## src/fktc_pkg.sv

```systemverilog
// ----------------------------------------------------------------------------
// fktc_pkg
// Shared types and constants for the fan kick-start and tachometer controller.
// ----------------------------------------------------------------------------
package fktc_pkg;

    localparam int RPM_W           = 16;
    localparam int RPM_PER_EDGE_MS = 30000;
    localparam int DIVIDEND_W      = 31;
    localparam int DIV_CNT_W       = 5;
    localparam logic [DIV_CNT_W-1:0] DIV_LAST = 5'd30;

    localparam int CFG_ADDR_W = 5;
    localparam logic [2:0] REG_TOP_VALUE     = 3'd0;
    localparam logic [2:0] REG_MAX_RPM       = 3'd1;
    localparam logic [2:0] REG_SENSE_ENABLED = 3'd2;
    localparam logic [2:0] REG_KICK_LEVEL    = 3'd3;
    localparam logic [2:0] REG_KICK_MS       = 3'd4;
    localparam logic [2:0] REG_WINDOW_MS     = 3'd5;

    typedef enum logic [1:0] {
        MUL_EST,
        MUL_EDGE,
        MUL_CMP
    } mul_sel_t;

    typedef struct packed {
        logic     load_in;
        logic     mul_en;
        mul_sel_t mul_sel;
        logic     upd;
        logic     div_init;
        logic     div_step;
        logic     div_fin;
        logic     cmp_load;
        logic     out_load;
    } fktc_cmd_t;

    typedef struct packed {
        logic win_closed;
        logic div_last;
        logic out_free;
    } fktc_stat_t;

endpackage

```

## src/fan_kickstart_tach_controller.sv

```systemverilog
// ----------------------------------------------------------------------------
// fan_kickstart_tach_controller
// Fan PWM duty control with start-up kick and tachometer speed measurement.
// ----------------------------------------------------------------------------
// One s_ beat is one millisecond tick: tach edges seen, plus an optional duty
// request flagged in s_tuser. Every accepted tick yields exactly one m_ beat
// with the PWM compare value, the applied duty, the speed and two flags.
// Registers sit behind the APB-style port at byte address 4*index; write them
// only while no tick is in flight.
// A tick passes through the update and check states, the compare and estimate
// multiplies and the output load; a tick that closes a measurement window also
// runs the 31-step restoring divider for the rpm. The next tick is accepted in
// the cycle after the result is loaded, so a new tick waits for the last one.
// The output register holds a finished beat while m_tready is low; the next
// tick is still accepted and worked on, and waits only at the output load.
// Reset clears the fan state, the kick and the window counters and loads the
// register defaults.
// ----------------------------------------------------------------------------
module fan_kickstart_tach_controller #(
    parameter int DUTY_FRACTION_BITS = 10,
    localparam int DW        = DUTY_FRACTION_BITS + 1,
    localparam int S_TDATA_W = ((DW + 2 + 7) / 8) * 8,
    localparam int M_TDATA_W = ((DW + 32 + 7) / 8) * 8
) (
    input  logic                            aclk,
    input  logic                            aresetn,
    input  logic                            s_tvalid,
    output logic                            s_tready,
    // tach_edges[1:0], duty_request[DW+1:2], zero padding
    input  logic [S_TDATA_W-1:0]            s_tdata,
    // request_valid
    input  logic                            s_tuser,
    output logic                            m_tvalid,
    input  logic                            m_tready,
    // compare_value[15:0], applied_duty[DW+15:16], speed_rpm[DW+31:DW+16], padding
    output logic [M_TDATA_W-1:0]            m_tdata,
    // kicking[0], rpm_updated[1]
    output logic [1:0]                      m_tuser,
    input  logic                            psel,
    input  logic                            penable,
    input  logic                            pwrite,
    input  logic [fktc_pkg::CFG_ADDR_W-1:0] paddr,
    input  logic [31:0]                     pwdata,
    output logic [31:0]                     prdata,
    output logic                            pready
);
    import fktc_pkg::*;

    fktc_cmd_t     cmd;
    fktc_stat_t    stat;
    logic [15:0]   top_value;
    logic [15:0]   max_rpm;
    logic          sense_enabled;
    logic [DW-1:0] kick_level;
    logic [15:0]   kick_ms;
    logic [15:0]   window_ms;
    logic [15:0]   compare_value;
    logic [DW-1:0] applied_duty;
    logic [15:0]   speed_rpm;
    logic          kicking;
    logic          rpm_updated;

    fktc_cfg #(
        .DUTY_FRACTION_BITS(DUTY_FRACTION_BITS)
    ) u_cfg (
        .aclk         (aclk),
        .aresetn      (aresetn),
        .psel         (psel),
        .penable      (penable),
        .pwrite       (pwrite),
        .paddr        (paddr),
        .pwdata       (pwdata),
        .prdata       (prdata),
        .pready       (pready),
        .top_value    (top_value),
        .max_rpm      (max_rpm),
        .sense_enabled(sense_enabled),
        .kick_level   (kick_level),
        .kick_ms      (kick_ms),
        .window_ms    (window_ms)
    );

    fktc_ctrl u_ctrl (
        .aclk    (aclk),
        .aresetn (aresetn),
        .s_tvalid(s_tvalid),
        .s_tready(s_tready),
        .stat    (stat),
        .cmd     (cmd)
    );

    fktc_dp #(
        .DUTY_FRACTION_BITS(DUTY_FRACTION_BITS)
    ) u_dp (
        .aclk         (aclk),
        .aresetn      (aresetn),
        .cmd          (cmd),
        .stat         (stat),
        .tach_edges   (s_tdata[1:0]),
        .request_valid(s_tuser),
        .duty_request (s_tdata[DW+1:2]),
        .top_value    (top_value),
        .max_rpm      (max_rpm),
        .sense_enabled(sense_enabled),
        .kick_level   (kick_level),
        .kick_ms      (kick_ms),
        .window_ms    (window_ms),
        .m_tready     (m_tready),
        .m_tvalid     (m_tvalid),
        .compare_value(compare_value),
        .applied_duty (applied_duty),
        .speed_rpm    (speed_rpm),
        .kicking      (kicking),
        .rpm_updated  (rpm_updated)
    );

    assign m_tdata = M_TDATA_W'({speed_rpm, applied_duty, compare_value});
    assign m_tuser = {rpm_updated, kicking};

endmodule

```

## src/fktc_cfg.sv

```systemverilog
// ----------------------------------------------------------------------------
// fktc_cfg
// Configuration register file behind the APB-style port.
// ----------------------------------------------------------------------------
module fktc_cfg #(
    parameter int DUTY_FRACTION_BITS = 10,
    localparam int DW = DUTY_FRACTION_BITS + 1
) (
    input  logic                            aclk,
    input  logic                            aresetn,
    input  logic                            psel,
    input  logic                            penable,
    input  logic                            pwrite,
    input  logic [fktc_pkg::CFG_ADDR_W-1:0] paddr,
    input  logic [31:0]                     pwdata,
    output logic [31:0]                     prdata,
    output logic                            pready,
    output logic [15:0]                     top_value,
    output logic [15:0]                     max_rpm,
    output logic                            sense_enabled,
    output logic [DW-1:0]                   kick_level,
    output logic [15:0]                     kick_ms,
    output logic [15:0]                     window_ms
);
    import fktc_pkg::*;

    logic [15:0]   top_value_reg;
    logic [15:0]   max_rpm_reg;
    logic          sense_enabled_reg;
    logic [DW-1:0] kick_level_reg;
    logic [15:0]   kick_ms_reg;
    logic [15:0]   window_ms_reg;
    logic          wr_en;

    assign pready = 1'b1;
    assign wr_en  = psel & penable & pwrite;

    always_ff @(posedge aclk) begin
        if (!aresetn) begin
            top_value_reg     <= 16'd640;
            max_rpm_reg       <= 16'd3000;
            sense_enabled_reg <= 1'b1;
            kick_level_reg    <= DW'(307);
            kick_ms_reg       <= 16'd2000;
            window_ms_reg     <= 16'd1500;
        end else if (wr_en) begin
            case (paddr[4:2])
                REG_TOP_VALUE:     top_value_reg     <= pwdata[15:0];
                REG_MAX_RPM:       max_rpm_reg       <= pwdata[15:0];
                REG_SENSE_ENABLED: sense_enabled_reg <= pwdata[0];
                REG_KICK_LEVEL:    kick_level_reg    <= pwdata[DW-1:0];
                REG_KICK_MS:       kick_ms_reg       <= pwdata[15:0];
                REG_WINDOW_MS:     window_ms_reg     <= pwdata[15:0];
                default: ;
            endcase
        end
    end

    always_comb begin
        case (paddr[4:2])
            REG_TOP_VALUE:     prdata = {16'd0, top_value_reg};
            REG_MAX_RPM:       prdata = {16'd0, max_rpm_reg};
            REG_SENSE_ENABLED: prdata = {31'd0, sense_enabled_reg};
            REG_KICK_LEVEL:    prdata = 32'(kick_level_reg);
            REG_KICK_MS:       prdata = {16'd0, kick_ms_reg};
            REG_WINDOW_MS:     prdata = {16'd0, window_ms_reg};
            default:           prdata = 32'd0;
        endcase
    end

    assign top_value     = top_value_reg;
    assign max_rpm       = max_rpm_reg;
    assign sense_enabled = sense_enabled_reg;
    assign kick_level    = kick_level_reg;
    assign kick_ms       = kick_ms_reg;
    assign window_ms     = window_ms_reg;

endmodule

```

## src/fktc_ctrl.sv

```systemverilog
// ----------------------------------------------------------------------------
// fktc_ctrl
// Sequencer for one tick: update, optional rpm division, PWM and estimate.
// ----------------------------------------------------------------------------
module fktc_ctrl (
    input  logic                   aclk,
    input  logic                   aresetn,
    input  logic                   s_tvalid,
    output logic                   s_tready,
    input  fktc_pkg::fktc_stat_t   stat,
    output fktc_pkg::fktc_cmd_t    cmd
);
    import fktc_pkg::*;

    localparam logic [3:0] S_IDLE  = 4'd0;
    localparam logic [3:0] S_UPD   = 4'd1;
    localparam logic [3:0] S_CHK   = 4'd2;
    localparam logic [3:0] S_DINIT = 4'd3;
    localparam logic [3:0] S_DIV   = 4'd4;
    localparam logic [3:0] S_DFIN  = 4'd5;
    localparam logic [3:0] S_CMUL  = 4'd6;
    localparam logic [3:0] S_EMUL  = 4'd7;
    localparam logic [3:0] S_OUT   = 4'd8;

    logic [3:0] state_reg;
    logic [3:0] state_next;

    always_ff @(posedge aclk) begin
        if (!aresetn) begin
            state_reg <= S_IDLE;
        end else begin
            state_reg <= state_next;
        end
    end

    always_comb begin
        state_next   = state_reg;
        cmd          = '0;
        cmd.mul_sel  = MUL_EST;
        s_tready     = 1'b0;
        case (state_reg)
            S_IDLE: begin
                s_tready = 1'b1;
                if (s_tvalid) begin
                    cmd.load_in = 1'b1;
                    cmd.mul_en  = 1'b1;
                    cmd.mul_sel = MUL_EST;
                    state_next  = S_UPD;
                end
            end
            S_UPD: begin
                cmd.upd    = 1'b1;
                state_next = S_CHK;
            end
            S_CHK: begin
                cmd.mul_en = 1'b1;
                if (stat.win_closed) begin
                    cmd.mul_sel = MUL_EDGE;
                    state_next  = S_DINIT;
                end else begin
                    cmd.mul_sel = MUL_CMP;
                    state_next  = S_EMUL;
                end
            end
            S_DINIT: begin
                cmd.div_init = 1'b1;
                state_next   = S_DIV;
            end
            S_DIV: begin
                cmd.div_step = 1'b1;
                if (stat.div_last) begin
                    state_next = S_DFIN;
                end
            end
            S_DFIN: begin
                cmd.div_fin = 1'b1;
                state_next  = S_CMUL;
            end
            S_CMUL: begin
                cmd.mul_en  = 1'b1;
                cmd.mul_sel = MUL_CMP;
                state_next  = S_EMUL;
            end
            S_EMUL: begin
                cmd.cmp_load = 1'b1;
                cmd.mul_en   = 1'b1;
                cmd.mul_sel  = MUL_EST;
                state_next   = S_OUT;
            end
            S_OUT: begin
                if (stat.out_free) begin
                    cmd.out_load = 1'b1;
                    state_next   = S_IDLE;
                end
            end
            default: begin
                state_next = S_IDLE;
            end
        endcase
    end

    a_div_exit: assert property (@(posedge aclk) disable iff (!aresetn)
        state_reg == S_DIV && stat.div_last |=> state_reg == S_DFIN)
        else $error("divider did not finish after its last step");

    a_accept_upd: assert property (@(posedge aclk) disable iff (!aresetn)
        cmd.load_in |=> state_reg == S_UPD)
        else $error("accepted tick not followed by update");

    a_out_hold: assert property (@(posedge aclk) disable iff (!aresetn)
        state_reg == S_OUT && !stat.out_free |=> state_reg == S_OUT)
        else $error("result dropped while output register busy");

endmodule

```

## src/fktc_dp.sv

```systemverilog
// ----------------------------------------------------------------------------
// fktc_dp
// Fan state, kick timer, tach window, shared multiplier, restoring divider
// and the output register.
// ----------------------------------------------------------------------------
module fktc_dp #(
    parameter int DUTY_FRACTION_BITS = 10,
    localparam int DW = DUTY_FRACTION_BITS + 1
) (
    input  logic                 aclk,
    input  logic                 aresetn,
    input  fktc_pkg::fktc_cmd_t  cmd,
    output fktc_pkg::fktc_stat_t stat,
    input  logic [1:0]           tach_edges,
    input  logic                 request_valid,
    input  logic [DW-1:0]        duty_request,
    input  logic [15:0]          top_value,
    input  logic [15:0]          max_rpm,
    input  logic                 sense_enabled,
    input  logic [DW-1:0]        kick_level,
    input  logic [15:0]          kick_ms,
    input  logic [15:0]          window_ms,
    input  logic                 m_tready,
    output logic                 m_tvalid,
    output logic [15:0]          compare_value,
    output logic [DW-1:0]        applied_duty,
    output logic [15:0]          speed_rpm,
    output logic                 kicking,
    output logic                 rpm_updated
);
    import fktc_pkg::*;

    localparam int DFB = DUTY_FRACTION_BITS;
    localparam int MBW = (DW > 15) ? DW : 15;
    localparam int PW  = 16 + MBW;
    localparam logic [DW-1:0] DUTY_FULL = {1'b1, {DFB{1'b0}}};

    logic [1:0]            edges_in_reg;
    logic                  req_valid_in_reg;
    logic [DW-1:0]         req_in_reg;

    logic [DW-1:0]         duty_reg, duty_next;
    logic [DW-1:0]         target_reg, target_next;
    logic                  kick_reg, kick_next;
    logic [15:0]           kick_timer_reg, kick_timer_next;
    logic [15:0]           win_timer_reg, win_timer_next;
    logic [15:0]           edge_cnt_reg, edge_cnt_next;
    logic [15:0]           meas_rpm_reg;
    logic                  win_closed_reg;
    logic [15:0]           edge_snap_reg;
    logic [15:0]           den_reg;

    logic [PW-1:0]         prod_reg;
    logic [15:0]           mul_a;
    logic [MBW-1:0]        mul_b;

    logic [DIVIDEND_W-1:0] div_q_reg;
    logic [15:0]           div_rem_reg;
    logic [DIV_CNT_W-1:0]  div_cnt_reg;
    logic [16:0]           div_sh;
    logic [16:0]           div_diff;

    logic [15:0]           cmp_reg;
    logic                  m_tvalid_reg;
    logic [15:0]           out_cmp_reg;
    logic [DW-1:0]         out_duty_reg;
    logic [15:0]           out_speed_reg;
    logic                  out_kick_reg;
    logic                  out_upd_reg;

    logic [DW-1:0]         req_c;
    logic [DW-1:0]         level_c;
    logic [15:0]           est_c;
    logic                  stopped;
    logic                  started;
    logic [16:0]           edge_sum;
    logic [15:0]           edge_sat;
    logic [15:0]           win_inc;
    logic                  closing;

    assign req_c   = (req_in_reg > DUTY_FULL) ? DUTY_FULL : req_in_reg;
    assign level_c = (kick_level > DUTY_FULL) ? DUTY_FULL : kick_level;
    assign est_c   = prod_reg[DFB +: 16];
    assign stopped = sense_enabled ? (meas_rpm_reg == 16'd0) : (est_c == 16'd0);

    assign edge_sum = {1'b0, edge_cnt_reg} + 17'(edges_in_reg);
    assign edge_sat = edge_sum[16] ? 16'hFFFF : edge_sum[15:0];
    assign win_inc  = (win_timer_reg != 16'hFFFF) ? win_timer_reg + 16'd1 : win_timer_reg;
    assign closing  = sense_enabled && (win_inc >= window_ms);

    always_comb begin
        duty_next       = duty_reg;
        target_next     = target_reg;
        kick_next       = kick_reg;
        kick_timer_next = kick_timer_reg;
        started         = 1'b0;
        if (req_valid_in_reg) begin
            if (req_c == '0) begin
                duty_next   = '0;
                kick_next   = 1'b0;
                target_next = '0;
            end else if (stopped && req_c < level_c) begin
                target_next     = req_c;
                kick_timer_next = 16'd0;
                kick_next       = 1'b1;
                duty_next       = level_c;
                started         = 1'b1;
            end else if (kick_reg && req_c >= level_c) begin
                kick_next   = 1'b0;
                target_next = '0;
                duty_next   = req_c;
            end else if (kick_reg) begin
                target_next = req_c;
            end else begin
                duty_next = req_c;
            end
        end
        if (kick_next && !started) begin
            if (kick_timer_reg != 16'hFFFF) begin
                kick_timer_next = kick_timer_reg + 16'd1;
            end
            if (kick_timer_next >= kick_ms) begin
                duty_next   = target_next;
                target_next = '0;
                kick_next   = 1'b0;
            end
        end
    end

    always_comb begin
        edge_cnt_next  = edge_cnt_reg;
        win_timer_next = win_timer_reg;
        if (sense_enabled) begin
            if (closing) begin
                edge_cnt_next  = 16'd0;
                win_timer_next = 16'd0;
            end else begin
                edge_cnt_next  = edge_sat;
                win_timer_next = win_inc;
            end
        end
    end

    always_comb begin
        case (cmd.mul_sel)
            MUL_EST: begin
                mul_a = max_rpm;
                mul_b = MBW'(duty_reg);
            end
            MUL_EDGE: begin
                mul_a = edge_snap_reg;
                mul_b = MBW'(RPM_PER_EDGE_MS);
            end
            MUL_CMP: begin
                mul_a = top_value;
                mul_b = MBW'(duty_reg);
            end
            default: begin
                mul_a = max_rpm;
                mul_b = MBW'(duty_reg);
            end
        endcase
    end

    assign div_sh   = {div_rem_reg, div_q_reg[DIVIDEND_W-1]};
    assign div_diff = div_sh - {1'b0, den_reg};

    always_ff @(posedge aclk) begin
        if (!aresetn) begin
            duty_reg       <= '0;
            target_reg     <= '0;
            kick_reg       <= 1'b0;
            kick_timer_reg <= 16'd0;
            win_timer_reg  <= 16'd0;
            edge_cnt_reg   <= 16'd0;
            meas_rpm_reg   <= 16'd0;
            win_closed_reg <= 1'b0;
            div_cnt_reg    <= '0;
            m_tvalid_reg   <= 1'b0;
        end else begin
            if (cmd.upd) begin
                duty_reg       <= duty_next;
                target_reg     <= target_next;
                kick_reg       <= kick_next;
                kick_timer_reg <= kick_timer_next;
                win_timer_reg  <= win_timer_next;
                edge_cnt_reg   <= edge_cnt_next;
                win_closed_reg <= closing;
            end
            if (cmd.div_init) begin
                div_cnt_reg <= '0;
            end else if (cmd.div_step) begin
                div_cnt_reg <= div_cnt_reg + 1'b1;
            end
            if (cmd.div_fin && div_q_reg[DIVIDEND_W-1:16] == '0) begin
                meas_rpm_reg <= div_q_reg[15:0];
            end
            if (cmd.out_load) begin
                m_tvalid_reg <= 1'b1;
            end else if (m_tready) begin
                m_tvalid_reg <= 1'b0;
            end
        end
    end

    always_ff @(posedge aclk) begin
        if (cmd.load_in) begin
            edges_in_reg     <= tach_edges;
            req_valid_in_reg <= request_valid;
            req_in_reg       <= duty_request;
        end
        if (cmd.upd && closing) begin
            edge_snap_reg <= edge_sat;
            den_reg       <= win_inc;
        end
        if (cmd.mul_en) begin
            prod_reg <= PW'(mul_a) * PW'(mul_b);
        end
        if (cmd.div_init) begin
            div_q_reg   <= prod_reg[DIVIDEND_W-1:0];
            div_rem_reg <= 16'd0;
        end else if (cmd.div_step) begin
            if (!div_diff[16]) begin
                div_rem_reg <= div_diff[15:0];
                div_q_reg   <= {div_q_reg[DIVIDEND_W-2:0], 1'b1};
            end else begin
                div_rem_reg <= div_sh[15:0];
                div_q_reg   <= {div_q_reg[DIVIDEND_W-2:0], 1'b0};
            end
        end
        if (cmd.cmp_load) begin
            cmp_reg <= prod_reg[DFB +: 16];
        end
        if (cmd.out_load) begin
            out_cmp_reg   <= cmp_reg;
            out_duty_reg  <= duty_reg;
            out_speed_reg <= sense_enabled ? meas_rpm_reg : est_c;
            out_kick_reg  <= kick_reg;
            out_upd_reg   <= win_closed_reg;
        end
    end

    assign stat.win_closed = win_closed_reg;
    assign stat.div_last   = (div_cnt_reg == DIV_LAST);
    assign stat.out_free   = !m_tvalid_reg || m_tready;

    assign m_tvalid      = m_tvalid_reg;
    assign compare_value = out_cmp_reg;
    assign applied_duty  = out_duty_reg;
    assign speed_rpm     = out_speed_reg;
    assign kicking       = out_kick_reg;
    assign rpm_updated   = out_upd_reg;

    a_win_clear: assert property (@(posedge aclk) disable iff (!aresetn)
        $past(cmd.upd) && win_closed_reg |-> edge_cnt_reg == 16'd0 && win_timer_reg == 16'd0)
        else $error("window closed without clearing its counters");

    a_target_idle: assert property (@(posedge aclk) disable iff (!aresetn)
        !kick_reg |-> target_reg == '0)
        else $error("ramp target left over outside a kick");

    a_rem_bound: assert property (@(posedge aclk) disable iff (!aresetn)
        cmd.div_step |-> div_rem_reg < den_reg)
        else $error("divider remainder not below divisor");

endmodule
```

## config.mk

```make
export PLATFORM = sky130hd
export DESIGN_NAME = fan_kickstart_tach_controller
export DESIGN_NICKNAME = d
export VERILOG_FILES = /design/src/fktc_pkg.sv /design/src/fan_kickstart_tach_controller.sv /design/src/fktc_cfg.sv /design/src/fktc_ctrl.sv /design/src/fktc_dp.sv
export SDC_FILE = /design/constraint.sdc
export NUM_CORES = 1
export LEC_CHECK = 0
export BUFFER_PORTS_ARGS = -buffer_cell sky130_fd_sc_hd__buf_2
export CORE_MARGIN = 1.5
export CORE_UTILIZATION = 50
export CTS_CLUSTER_DIAMETER = 50
export DETAILED_ROUTE_END_ITERATION = 8
export GPL_TIMING_DRIVEN = 0
export PLACE_DENSITY = 0.67
export SLEW_MARGIN = 30
export SYNTH_ARGS = -nofsm -noshare
export SYNTH_HDL_FRONTEND = slang
export SYNTH_SLANG_ARGS = --single-unit
```

## constraint.sdc

```tcl
create_clock -name aclk -period 18.2 [get_ports aclk]
set_clock_uncertainty 0.2 [all_clocks]
set_input_delay 1.82 -clock aclk [delete_from_list [all_inputs] [get_ports aclk]]
set_output_delay 1.82 -clock aclk [all_outputs]
set_load 0.03 [all_outputs]
```

==> impl_metrics.py <==
metrics = {
    "placement": {
        "hpwlAfterDp_um": 57800,
        "place.port_buffers": 101,
        "place.gp.congestion": 0.985,
        "dp.cells": 3585,
    },
    "floorplan": {
        "die-width_um": 228,
        "ports": 146,
        "design.core.area_sq_um": 50100,
        "die_height_um": 228,
        "floorplan.die_area_sq_um": 52100,
        "placement_rows": 82,
        "initial_core_util": 0.507,
    },
    "sta": {
        "min_period_ns": 10.40,
        "clock.fmax_mhz": 96.2,
        "rsz0062_at_grt": "no",
        "fin_crit_sh": 0.571,
        "hold_violations": 0,
        "fin_hold_ws_ns": 0.219,
        "finalMaxSlewViolations": 0,
        "timing.max_slew.rel_slack": 0.261,
        "setup_viol_count_final": 0,
        "worstMarginPinSlew_ns": 1.10,
        "totalNegativeSetupSlack_ns": 0,
    },
    "synth": {
        "synth_async_sr_flop_share": 0,
        "synth_sequential_area_ratio": 0.350,
        "synthDominantAreaCellType": "edfxtp_1",
        "synth_top_area_share": 0.200,
        "netlist_top_cells_area": "edfxtp_1 20%, dfxtp_1 15%, fa_1 13%",
        "yosys.cell_types.count": 75,
        "ys.flop_type": "dfxtp_1",
        "synthesis.instances": 2787,
        "synth_commonest_cells": "415 x nand2_1, 280 x inv_1, 253 x nor2_1",
        "number_of_enable_flip_flop_cells_after_synthesis": 169,
        "synth_area_sq_um": 25400,
        "synth_most_common_cell": "nand2_1",
        "synth-warning-count": 0,
        "syn_avg_cell_area_sq_um": 9.10,
        "postSynthRegisterBits": 359,
    },
    "outcome": {
        "status": "complete, no violations",
    },
    "global_route": {
        "total_grt_overflow": 0,
        "grt_first_pass_wirelength_um": 117000,
        "grt_pass1_vias": 21100,
        "grt_use_total": 0.287,
        "grt_start_max_net_pins": 32,
        "antenna_found_initial": 1,
    },
    "power_and_ir_drop": {
        "peakVddDrop_mv": 0.101,
        "power_density_of_the_placed_cells_nw_per_um2": 89.1,
        "leakage_nw": 12.5,
    },
    "clock_tree": {
        "cts.path.max_buffers": 3,
        "cts-buffers-inserted": 46,
        "clock_latency_reported_for_the_late_side_of_the_worst_skew_pair_ns": 0.60,
        "cts_hold_repair.buffers": 0,
        "htreeDepth": 2,
        "cts_tree": "built",
        "clk_pin_slew_ns": 0.06,
        "cts.sinks": 359,
        "clock_tree.root_cell": "clkbuf_16",
        "post_cts_resized": 0,
        "post-cts-setup-buffer-count": 0,
    },
    "final_layout": {
        "num-fill-cells": 4589,
        "number_of_nets_in_the_final_layout": 3362,
        "diode_insertion_count_for_antenna_repair": 0,
        "area.growth.synth_to_final_pct": 12.3,
        "seqCellArea_sq_um": 8880,
        "final-instance-count-excl-fill": 3670,
        "post_route_cells_drive_above_1_share": 0.0914,
        "multi_input_comb_area_sq_um": 14800,
    },
    "critical_path": {
        "setup.worst_path.end_class": "flop",
        "timing.critical_path.from": "u_ctrl.state_reg[0]",
        "largest_stage_delay_on_the_critical_path_ns": 0.87,
        "timing.critical_path.arrival_ns": 10.53,
        "critical_path.reg2reg.startpoint": "u_ctrl.state_reg[0]",
        "cp_data_required_time_ns": 18.34,
        "worstRegToRegCells": 32,
        "crit_type": "flop to flop",
        "critPathSlowestCell": "o41ai_1",
        "setup.worst_path.start_class": "flop",
        "timing.critical_path.fanout_max": 10,
    },
    "flow_run": {
        "max-cap-violations": 0,
    },
    "hold_path": {
        "holdCritStartpoint": "u_dp.cmp_reg[12]",
        "holdPathStages": 0,
        "worstHoldPathType": "flop to flop",
    },
    "drt": {
        "routed_via_density": 5.76,
        "dr.pass1.iters": 7,
        "dr.first_iter.drc_count": 1802,
        "ant_nets": 0,
        "routed-via-count": 21200,
        "wire_per_inst_um": 20.1,
        "drc_errors": 0,
        "routed_wl_um": 73800,
    },
}
-- cell usage in the layout, fill, tap and decap left out, types with 35 or more instances in the layout --
| cell | n |
|---|---|
| buf_2 | 106 |
| xnor2_1 | 60 |
| inv_1 | 279 |
| nor2b_1 | 49 |
| nand3_1 | 80 |
| fa_1 | 159 |
| a22oi_1 | 36 |
| a21oi_1 | 153 |
| clkbuf_1 | 137 |
| edfxtp_1 | 169 |
| ha_1 | 181 |
| mux2i_1 | 35 |
| nand2_1 | 415 |
| clkbuf_16 | 49 |
| dfxtp_1 | 190 |
| o21ai_0 | 70 |
| nor2_1 | 252 |
| nand2b_1 | 35 |
-- logic make-up (layout without fill, tap and decap cells) --
family / Yosys count / after routing / share of synthesized area
muxes: 63 / 63 / 0.0298
buffers and inverters: 451 / 642 / 0.0709
AOI/OAI and AO/OA: 500 / 500 / 0.130
adders and majority gates: 340 / 340 / 0.215
DFF: 359 / 359 / 0.350
other: 2 / 22 / 0.000296
and+or+nand+nor: 981 / 981 / 0.173
xor gates and xnor gates: 91 / 91 / 0.0314
-- report_power, final --
part	total [mW]	switching (mW)	internal [mW]
combinational	0.639	0.414	0.225
clock	0.910	0.374	0.536
sequential	0.990	0.0579	0.932
total	2.54	0.846	1.69
-- per-stage QoR --
stage          setup WS, ns   util  instance area (sq um)  total power [mW]
2_1_floorplan          9.88      -                  25400              1.43
3_3_place_gp           8.30  0.535                  26800              1.61
3_5_place_dp           8.08  0.538                  27000              1.63
4_1_cts                8.06  0.569                  28500              2.54
5_1_grt                7.31  0.569                  28500              2.66
6_report               7.80  0.569                  28500              2.54
-- worst paths after layout --
kind / end / slack [ns]
worst min register to register: u_dp.compare_value[12] / 0.22
worst min-delay path: u_dp.compare_value[12] / 0.22
worst max register to register: u_dp.prod_reg[28] / 7.80
worst max-delay path: u_dp.prod_reg[28] / 7.80
-- layout make-up --
class | instances | area share
buffer | 170 | 0.0261
clock buffer | 65 | 0.0469
clock inverter | 20 | 0.00690
inverter | 281 | 0.0370
multi-input combinational | 1997 | 0.521
sequential | 359 | 0.312
tap | 672 | 0.0295
timing repair buffer | 106 | 0.0214
-- layer usage --
metal	part of all wire	GRT usage	vias to the layer above
met5	0	0	-
met4	0.045	0.125	0
met3	0.077	0.0396	173
met2	0.45	0.460	867
met1	0.42	0.388	10300
li1	-	-	9814
-- worst max-delay path, delay by kind of cell, from the launching register on --
kind | cells | cell delay [ns]
flip-flops | 1 | 0.29
XOR/XNOR | 1 | 0.14
AND/OR/NAND/NOR | 5 | 1.08
AO/OA/AOI/OAI | 7 | 2.17
buffers and inverters | 11 | 2.69
adder cells (fa/ha/maj) | 8 | 3.54
(Power assumes the default switching activity.)
